==> config.mk <==
export PLATFORM = sky130hd
export DESIGN_NAME = keyboard_report_change_emitter
export DESIGN_NICKNAME = d
export VERILOG_FILES = /design/src/sv/kbrce_pkg.sv /design/src/sv/keyboard_report_change_emitter.sv /design/src/sv/kbrce_queue.sv /design/src/sv/kbrce_front.sv /design/src/sv/kbrce_back.sv
export SDC_FILE = /design/constraint.sdc
export NUM_CORES = 1
export LEC_CHECK = 0
export BUFFER_PORTS_ARGS = -buffer_cell sky130_fd_sc_hd__buf_2
export CAP_MARGIN = 25
export CORE_UTILIZATION = 48
export CTS_BUF_LIST = sky130_fd_sc_hd__clkbuf_8
export DETAILED_ROUTE_END_ITERATION = 12
export PLACE_DENSITY_LB_ADDON = 0.05
export SYNTH_ARGS = -nofsm -noshare
export SYNTH_HDL_FRONTEND = slang
export SYNTH_SLANG_ARGS = --single-unit
export TNS_END_PERCENT = 100
==> constraint.sdc <==
create_clock -name clk -period 4.8 [get_ports clk]
set_input_delay 0.48 -clock clk [delete_from_list [all_inputs] [get_ports clk]]
set_output_delay 0.48 -clock clk [all_outputs]
set_load 0.02 [all_outputs]
==> src/sv/kbrce_pkg.sv <==
`default_nettype none

package kbrce_pkg;

    // Request forms
    localparam logic REQ_BOOT     = 1'b0;
    localparam logic REQ_ROLLOVER = 1'b1;

    localparam int BOOT_KEYS    = 6;
    localparam int CARRIED_BITS = 128;
    localparam int BIT_IDX_W    = $clog2(CARRIED_BITS);
    localparam int SLOT_W       = 3;
    localparam int QUEUE_DEPTH  = 2;

    typedef enum logic [1:0] {
        FRONT_IDLE,
        FRONT_SCAN,
        FRONT_PUSH
    } front_state_t;

    typedef struct packed {
        logic full;
        logic empty;
    } q_status_t;

endpackage

`default_nettype wire

==> src/sv/keyboard_report_change_emitter.sv <==
// Keyboard report change emitter.
// Input channel (in_valid / in_stall): one request is one keyboard report, boot form
// (req_type 0: modifier plus key_a..key_f) or rollover form (req_type 1: modifier plus
// a 128-bit bitmap in bitmap_low / bitmap_high; the lowest KEY_SLOTS set bits become
// keycodes, bit n giving keycode n, unused slots zero).
// Output channel (out_valid / out_stall): when the report differs from the last one
// forwarded, 1 + KEY_SLOTS requests go out: slot 0 the modifier, then the keycodes,
// last set on the final one. Unchanged reports produce nothing.
// Flow: a boot request goes straight to the push state; a rollover request first passes
// the scan state, where the bitmap scanner finds the keys one at a time. The front takes
// no new request until it is idle again. The back emits one word per cycle while
// out_stall is low and the queue holds a report. A two-entry report queue lets the
// front keep accepting while the back drains.
// Reset: remembered report is all zero, queue and output register empty.
// A stalled receiver holds the output word; while the queue is full, the front holds
// a changed pending report. in_stall is high whenever the front is not idle.
`default_nettype none

module keyboard_report_change_emitter
    import kbrce_pkg::*;
#(
    parameter int KEY_SLOTS    = 6,
    parameter int BITMAP_BYTES = 16
)
(
    input  wire logic        clk,
    input  wire logic        rst_n,
    input  wire logic        in_valid,
    output logic             in_stall,
    input  wire logic        req_type,
    input  wire logic [7:0]  modifier,
    input  wire logic [7:0]  key_a,
    input  wire logic [7:0]  key_b,
    input  wire logic [7:0]  key_c,
    input  wire logic [7:0]  key_d,
    input  wire logic [7:0]  key_e,
    input  wire logic [7:0]  key_f,
    input  wire logic [63:0] bitmap_low,
    input  wire logic [63:0] bitmap_high,
    output logic             out_valid,
    input  wire logic        out_stall,
    output logic [2:0]       slot,
    output logic [7:0]       value,
    output logic             last
);

    localparam int REPORT_W = (KEY_SLOTS + 1) * 8;

    logic [BOOT_KEYS-1:0][7:0]   boot_keys;
    logic [CARRIED_BITS-1:0]     bitmap;
    q_status_t                   q_status;
    logic                        q_push;
    logic                        q_pop;
    logic [REPORT_W-1:0]         q_in;
    logic [REPORT_W-1:0]         q_head;

    assign boot_keys = {key_f, key_e, key_d, key_c, key_b, key_a};
    assign bitmap    = {bitmap_high, bitmap_low};

    // front: takes requests, scans the bitmap, filters unchanged reports
    kbrce_front #(
        .KEY_SLOTS    (KEY_SLOTS),
        .BITMAP_BYTES (BITMAP_BYTES)
    ) u_front (
        .clk       (clk),
        .rst_n     (rst_n),
        .in_valid  (in_valid),
        .in_stall  (in_stall),
        .req_type  (req_type),
        .modifier  (modifier),
        .boot_keys (boot_keys),
        .bitmap    (bitmap),
        .q_status  (q_status),
        .push      (q_push),
        .push_data (q_in)
    );

    kbrce_queue #(
        .WIDTH (REPORT_W)
    ) u_queue (
        .clk       (clk),
        .rst_n     (rst_n),
        .push      (q_push),
        .push_data (q_in),
        .pop       (q_pop),
        .head      (q_head),
        .status    (q_status)
    );

    // back: serializes one queued report into slot words
    kbrce_back #(
        .KEY_SLOTS (KEY_SLOTS)
    ) u_back (
        .clk       (clk),
        .rst_n     (rst_n),
        .head      (q_head),
        .q_status  (q_status),
        .pop       (q_pop),
        .out_valid (out_valid),
        .out_stall (out_stall),
        .slot      (slot),
        .value     (value),
        .last      (last)
    );

endmodule

`default_nettype wire

==> src/sv/kbrce_queue.sv <==
`default_nettype none

module kbrce_queue
    import kbrce_pkg::*;
#(
    parameter int WIDTH = 56
)
(
    input  wire logic             clk,
    input  wire logic             rst_n,
    input  wire logic             push,
    input  wire logic [WIDTH-1:0] push_data,
    input  wire logic             pop,
    output logic      [WIDTH-1:0] head,
    output q_status_t             status
);

    localparam int PTR_W = $clog2(QUEUE_DEPTH);
    localparam int CNT_W = $clog2(QUEUE_DEPTH + 1);

    logic [QUEUE_DEPTH-1:0][WIDTH-1:0] entry_reg;
    logic [PTR_W-1:0] wr_ptr_reg, wr_ptr_next;
    logic [PTR_W-1:0] rd_ptr_reg, rd_ptr_next;
    logic [CNT_W-1:0] count_reg, count_next;
    logic             do_push, do_pop;

    assign status.full  = (count_reg == CNT_W'(QUEUE_DEPTH));
    assign status.empty = (count_reg == '0);
    assign do_push      = push && !status.full;
    assign do_pop       = pop && !status.empty;
    assign head         = entry_reg[rd_ptr_reg];

    always_comb
    begin
        wr_ptr_next = wr_ptr_reg;
        rd_ptr_next = rd_ptr_reg;
        count_next  = count_reg;
        if (do_push)
        begin
            wr_ptr_next = wr_ptr_reg + PTR_W'(1);
        end
        if (do_pop)
        begin
            rd_ptr_next = rd_ptr_reg + PTR_W'(1);
        end
        if (do_push && !do_pop)
        begin
            count_next = count_reg + CNT_W'(1);
        end
        else if (do_pop && !do_push)
        begin
            count_next = count_reg - CNT_W'(1);
        end
    end

    always_ff @(posedge clk or negedge rst_n)
    begin
        if (!rst_n)
        begin
            wr_ptr_reg <= '0;
            rd_ptr_reg <= '0;
            count_reg  <= '0;
        end
        else
        begin
            wr_ptr_reg <= wr_ptr_next;
            rd_ptr_reg <= rd_ptr_next;
            count_reg  <= count_next;
        end
    end

    always_ff @(posedge clk)
    begin
        if (do_push)
        begin
            entry_reg[wr_ptr_reg] <= push_data;
        end
    end

endmodule

`default_nettype wire

==> src/sv/kbrce_front.sv <==
`default_nettype none

module kbrce_front
    import kbrce_pkg::*;
#(
    parameter int KEY_SLOTS    = 6,
    parameter int BITMAP_BYTES = 16
)
(
    input  wire logic                             clk,
    input  wire logic                             rst_n,
    input  wire logic                             in_valid,
    output logic                                  in_stall,
    input  wire logic                             req_type,
    input  wire logic [7:0]                       modifier,
    input  wire logic [BOOT_KEYS-1:0][7:0]        boot_keys,
    input  wire logic [CARRIED_BITS-1:0]          bitmap,
    input  wire q_status_t                        q_status,
    output logic                                  push,
    output logic      [(KEY_SLOTS+1)*8-1:0]       push_data
);

    localparam int SCAN_BITS = (BITMAP_BYTES * 8 > CARRIED_BITS) ? CARRIED_BITS
                                                                  : BITMAP_BYTES * 8;
    localparam logic [CARRIED_BITS-1:0] SCAN_MASK =
        (SCAN_BITS == CARRIED_BITS) ? {CARRIED_BITS{1'b1}}
                                    : ((CARRIED_BITS'(1) << SCAN_BITS) - CARRIED_BITS'(1));
    localparam int CNT_W = $clog2(KEY_SLOTS + 1);

    front_state_t                  state_reg, state_next;
    logic [7:0]                    mod_reg, mod_next;
    logic [KEY_SLOTS-1:0][7:0]     keys_reg, keys_next;
    logic [CARRIED_BITS-1:0]       bits_reg, bits_next;
    logic [CNT_W-1:0]              filled_reg, filled_next;
    logic [KEY_SLOTS:0][7:0]       prev_reg, prev_next;
    logic [KEY_SLOTS:0][7:0]       report;
    logic [CARRIED_BITS-1:0]       lowest;
    logic [BIT_IDX_W-1:0]          low_idx;
    logic                          accept;

    assign in_stall  = (state_reg != FRONT_IDLE);
    assign accept    = in_valid && !in_stall;
    assign report    = {keys_reg, mod_reg};
    assign push_data = report;

    // isolate the lowest set bit, then encode its position
    assign lowest = bits_reg & (~bits_reg + CARRIED_BITS'(1));

    always_comb
    begin
        low_idx = '0;
        for (int b = 0; b < CARRIED_BITS; b++)
        begin
            if (lowest[b])
            begin
                low_idx = low_idx | BIT_IDX_W'(b);
            end
        end
    end

    always_comb
    begin
        state_next  = state_reg;
        mod_next    = mod_reg;
        keys_next   = keys_reg;
        bits_next   = bits_reg;
        filled_next = filled_reg;
        prev_next   = prev_reg;
        push        = 1'b0;

        unique case (state_reg)
            FRONT_IDLE:
            begin
                if (accept)
                begin
                    mod_next    = modifier;
                    filled_next = '0;
                    bits_next   = bitmap & SCAN_MASK;
                    for (int i = 0; i < KEY_SLOTS; i++)
                    begin
                        keys_next[i] = '0;
                        if (req_type == REQ_BOOT && i < BOOT_KEYS)
                        begin
                            keys_next[i] = boot_keys[i % BOOT_KEYS];
                        end
                    end
                    state_next = (req_type == REQ_ROLLOVER) ? FRONT_SCAN : FRONT_PUSH;
                end
            end
            FRONT_SCAN:
            begin
                if (bits_reg == '0 || filled_reg == CNT_W'(KEY_SLOTS))
                begin
                    state_next = FRONT_PUSH;
                end
                else
                begin
                    for (int i = 0; i < KEY_SLOTS; i++)
                    begin
                        if (filled_reg == CNT_W'(i))
                        begin
                            keys_next[i] = 8'(low_idx);
                        end
                    end
                    bits_next   = bits_reg & ~lowest;
                    filled_next = filled_reg + CNT_W'(1);
                end
            end
            FRONT_PUSH:
            begin
                if (report == prev_reg)
                begin
                    state_next = FRONT_IDLE;
                end
                else if (!q_status.full)
                begin
                    push       = 1'b1;
                    prev_next  = report;
                    state_next = FRONT_IDLE;
                end
            end
            default:
            begin
                state_next = FRONT_IDLE;
            end
        endcase
    end

    always_ff @(posedge clk or negedge rst_n)
    begin
        if (!rst_n)
        begin
            state_reg <= FRONT_IDLE;
            prev_reg  <= '0;
        end
        else
        begin
            state_reg <= state_next;
            prev_reg  <= prev_next;
        end
    end

    always_ff @(posedge clk)
    begin
        mod_reg    <= mod_next;
        keys_reg   <= keys_next;
        bits_reg   <= bits_next;
        filled_reg <= filled_next;
    end

endmodule

`default_nettype wire

==> src/sv/kbrce_back.sv <==
`default_nettype none

module kbrce_back
    import kbrce_pkg::*;
#(
    parameter int KEY_SLOTS = 6
)
(
    input  wire logic                        clk,
    input  wire logic                        rst_n,
    input  wire logic [KEY_SLOTS:0][7:0]     head,
    input  wire q_status_t                   q_status,
    output logic                             pop,
    output logic                             out_valid,
    input  wire logic                        out_stall,
    output logic      [SLOT_W-1:0]           slot,
    output logic      [7:0]                  value,
    output logic                             last
);

    localparam int CNT_W = $clog2(KEY_SLOTS + 1);

    logic [CNT_W-1:0]  idx_reg, idx_next;
    logic              out_valid_reg, out_valid_next;
    logic [SLOT_W-1:0] slot_reg;
    logic [7:0]        value_reg;
    logic              last_reg;
    logic              load;
    logic              at_end;

    assign load      = !q_status.empty && (!out_valid_reg || !out_stall);
    assign at_end    = (idx_reg == CNT_W'(KEY_SLOTS));
    assign pop       = load && at_end;
    assign out_valid = out_valid_reg;
    assign slot      = slot_reg;
    assign value     = value_reg;
    assign last      = last_reg;

    always_comb
    begin
        idx_next       = idx_reg;
        out_valid_next = out_valid_reg;
        if (load)
        begin
            out_valid_next = 1'b1;
            idx_next       = at_end ? '0 : idx_reg + CNT_W'(1);
        end
        else if (!out_stall)
        begin
            out_valid_next = 1'b0;
        end
    end

    always_ff @(posedge clk or negedge rst_n)
    begin
        if (!rst_n)
        begin
            idx_reg       <= '0;
            out_valid_reg <= 1'b0;
        end
        else
        begin
            idx_reg       <= idx_next;
            out_valid_reg <= out_valid_next;
        end
    end

    always_ff @(posedge clk)
    begin
        if (load)
        begin
            slot_reg  <= SLOT_W'(idx_reg);
            value_reg <= head[idx_reg];
            last_reg  <= at_end;
        end
    end

endmodule

`default_nettype wire
==> results_dict.tcl <==
set metrics [dict create \
    mostFrequentLayoutCells "nand2_1 (317), edfxtp_1 (311), buf_2 (202), nor4_1 (109), nand3_1 (106)" \
    synth_area_leaders "edfxtp_1 (45%), dfrtp_1 (8.0%), nand2_1 (5.8%)" \
    final_layout_size_suffix_gt1_share_pct 21.3 \
    gr-usage-all-layers_pct 34.1 \
    cts.sinks 377 \
    cts_tree "built" \
    synth_cell_type_count 84 \
    cp.arrival_ps 4840 \
    outcome "finished clean" \
    rows 75 \
    slowest_delay_ps 1000 \
    fin_nets 2388 \
    finalSetupViolations 0 \
    power.density_nw_per_um2 624 \
    syn_to_final_growth_pct 15.7 \
    end_kind "flip-flop" \
    async_flop_share_pct 17.5 \
    root_buffer "clkbuf_8" \
    ios 203 \
    hold_violations 0 \
    die_w_um 209 \
    fmaxAchievable_mhz 230 \
    cts-buffers-inserted 67 \
    postSynthCellCount 1963 \
    cp-startpoint "u_front.bits_reg[24]" \
    port_buffers 202 \
    drtIter0Drc 2197 \
    routed_wl_mm 74.5 \
    grt_first_pass_wirelength_mm 111 \
    die_h_um 209 \
    cp_slowest_cell "nor4_1" \
    rr_worst_depth 9 \
    layout_commonest_cell "nand2_1" \
    ant_nets 0 \
    yosys.area.top_type_share_pct 45.5 \
    routedWlPerCell_um 26.7 \
    p_leak_nw 8.79 \
    cts.clk_slew.worst_paths_ps 60 \
    yosys_warnings 0 \
    num_vias 18200 \
    ir_drop_uv 326 \
    yosysTopAreaCell "edfxtp_1" \
    first_pass_iters 6 \
    grt_max_degree 66 \
    antenna_cells 0 \
    core_um2 42000 \
    hold-path-endpoint "u_front.mod_reg[7]" \
    viasPerCell 6.54 \
    die_area_um2 43600 \
    place_ws_ps 721 \
    hold_class "in2reg" \
    largest_reg_flops 128 \
    crit_type "reg2reg" \
    period_needed_ps 4350 \
    syn_nets 2158 \
    ff2ff_setup_slack_ps 450 \
    r2r-start "u_front.bits_reg[24]" \
    crit_chain "nor4_1, nand3_1, nor4_1, buf_4, nand4_1, nor4bb_1, a41oi_2, a21oi_1, nand2_1" \
    max_slew_margin_pct 23.8 \
    timing.rr.end "u_front.push_data[41]" \
    avgSynthCellArea_um2 10.5 \
    dpl.hpwl_mm 56.8 \
    final_util_pct 56.5 \
    start_kind "flip-flop" \
    cts_setup_buffers 0 \
    path_max_fanout 8 \
    hp-start "modifier[7]" \
    final_max_slew_viol_count 0 \
    cts_max_level 3 \
    routabilityCongestion 1.03 \
    clk_latency_ps 650 \
    worst_slack_ps 453 \
    ys_seq_area_share_pct 53.5 \
    synth-seq-cells 377 \
    synth_edf_count 311 \
    initial_utilization_pct 48.9 \
    antenna_found_initial 0 \
    worst_pin_slew_ps 1130 \
    syn_area_um2 20500 \
    rsz0062_at_grt "false" \
    grt_pass1_vias 17700 \
    cts_resized 0 \
    grt-ovfl-total 0 \
    fin_crit_sh_pct 90.6 \
    synth_flop_cell "edfxtp_1" \
    cpMostUsedCell "nor4_1" \
    finalClockSkew_ps 41.5 \
    worstHoldPathCells 1 \
    ctsHoldBuffers 7 \
    worstPathRequired_ps 5290 \
    drc 0 \
    cap_violations 0 \
    cts_buffer_depth 3 \
]
==> logic make-up (layout without fill, tap and decap cells) <==
logic type | Yosys count | count (layout) | share of synthesized area (%)
simple gates | 941 | 941 | 23.8
flops | 377 | 377 | 53.5
compound gates | 337 | 337 | 10.9
buf+inv | 143 | 427 | 2.67
mux | 97 | 97 | 6.05
xor+xnor | 62 | 62 | 2.64
fa+ha+maj | 6 | 6 | 0.366
==> metal layers <==
metal	track usage (%)	up-vias	wire length (µm)
met5	0	-	0
met4	16.9	0	3970
met3	6.16	245	5920
met2	55.5	1053	35200
met1	43.8	8815	29400
li1	-	8113	-
==> synth_stat cells, drive strengths merged (6+ instances only) <==
cell,count
and2,13
nand4,68
nand3,106
a31oi,19
o311ai,12
o221ai,8
ha,6
inv,32
o32ai,7
nor4b,10
or3,21
o31ai,13
mux4,16
a41oi,8
or4,40
a221oi,6
buf,18
or2,14
and3,20
o22ai,11
nor3,70
o21ai,90
edfxtp,311
nand2,318
xnor2,19
o41ai,13
nor4,123
clkbuf,92
a21oi,73
mux2i,24
o211ai,15
mux2,57
and4,17
dfrtp,66
a211oi,19
xor2,43
nor2,93
nor2b,7
==> worst max-delay path: cells and delay by family (launching register included) <==
family	cells	cell delay (ps)
DFF	1	500
and+or+nand+nor	6	2900
AOI/OAI and AO/OA	2	510
buffers and inverters	1	290
==> cell type report <==
| class | instances | area (µm²) |
|---|---|---|
| flip-flops and latches | 377 | 11000 |
| multi-input cells | 1443 | 9130 |
| inverters | 33 | 128 |
| clock inverters | 52 | 251 |
| fillers | 3761 | 18300 |
| well taps | 539 | 674 |
| clock buffers | 71 | 977 |
| repair buffers | 271 | 1600 |
==> power breakdown <==
group	total (mW)	switching, mW	internal (mW)
Combinational	4.68	2.87	1.81
Clock	2.76	1.37	1.39
Sequential	7.39	1.89	5.50
Total	14.8	6.13	8.69
==> how the worst max path moves through the flow <==
| stage | slack (ps) | cells past startpoint | to |
|---|---|---|---|
| after floorplan | -0.5 | 9 | u_front.bits_reg[0] |
| after global placement | 630 | 9 | u_front.push_data[9] |
| after detailed placement | 720 | 9 | u_front.push_data[41] |
| after CTS | 660 | 9 | u_front.push_data[41] |
| after global routing | 350 | 9 | u_front.push_data[54] |
| final | 450 | 9 | u_front.push_data[41] |
==> stage by stage <==
step / instances / area, µm² / TNS (ps) / hold WS [ps] / total power, mW
3_5_place_dp: 2656 / 22500 / 0 / 447 / 12.0
6_report: 2786 / 23800 / 0 / 38.8 / 14.8
2_1_floorplan: 1963 / 20600 / -60.9 / 184 / 9.94
5_1_grt: 2786 / 23800 / 0 / 1.62 / 15.6
3_3_place_gp: 2651 / 22400 / 0 / 443 / 11.8
4_1_cts: 2786 / 23800 / 0 / 0.0705 / 14.8
No activity file was read; power rests on OpenSTA's default activity.
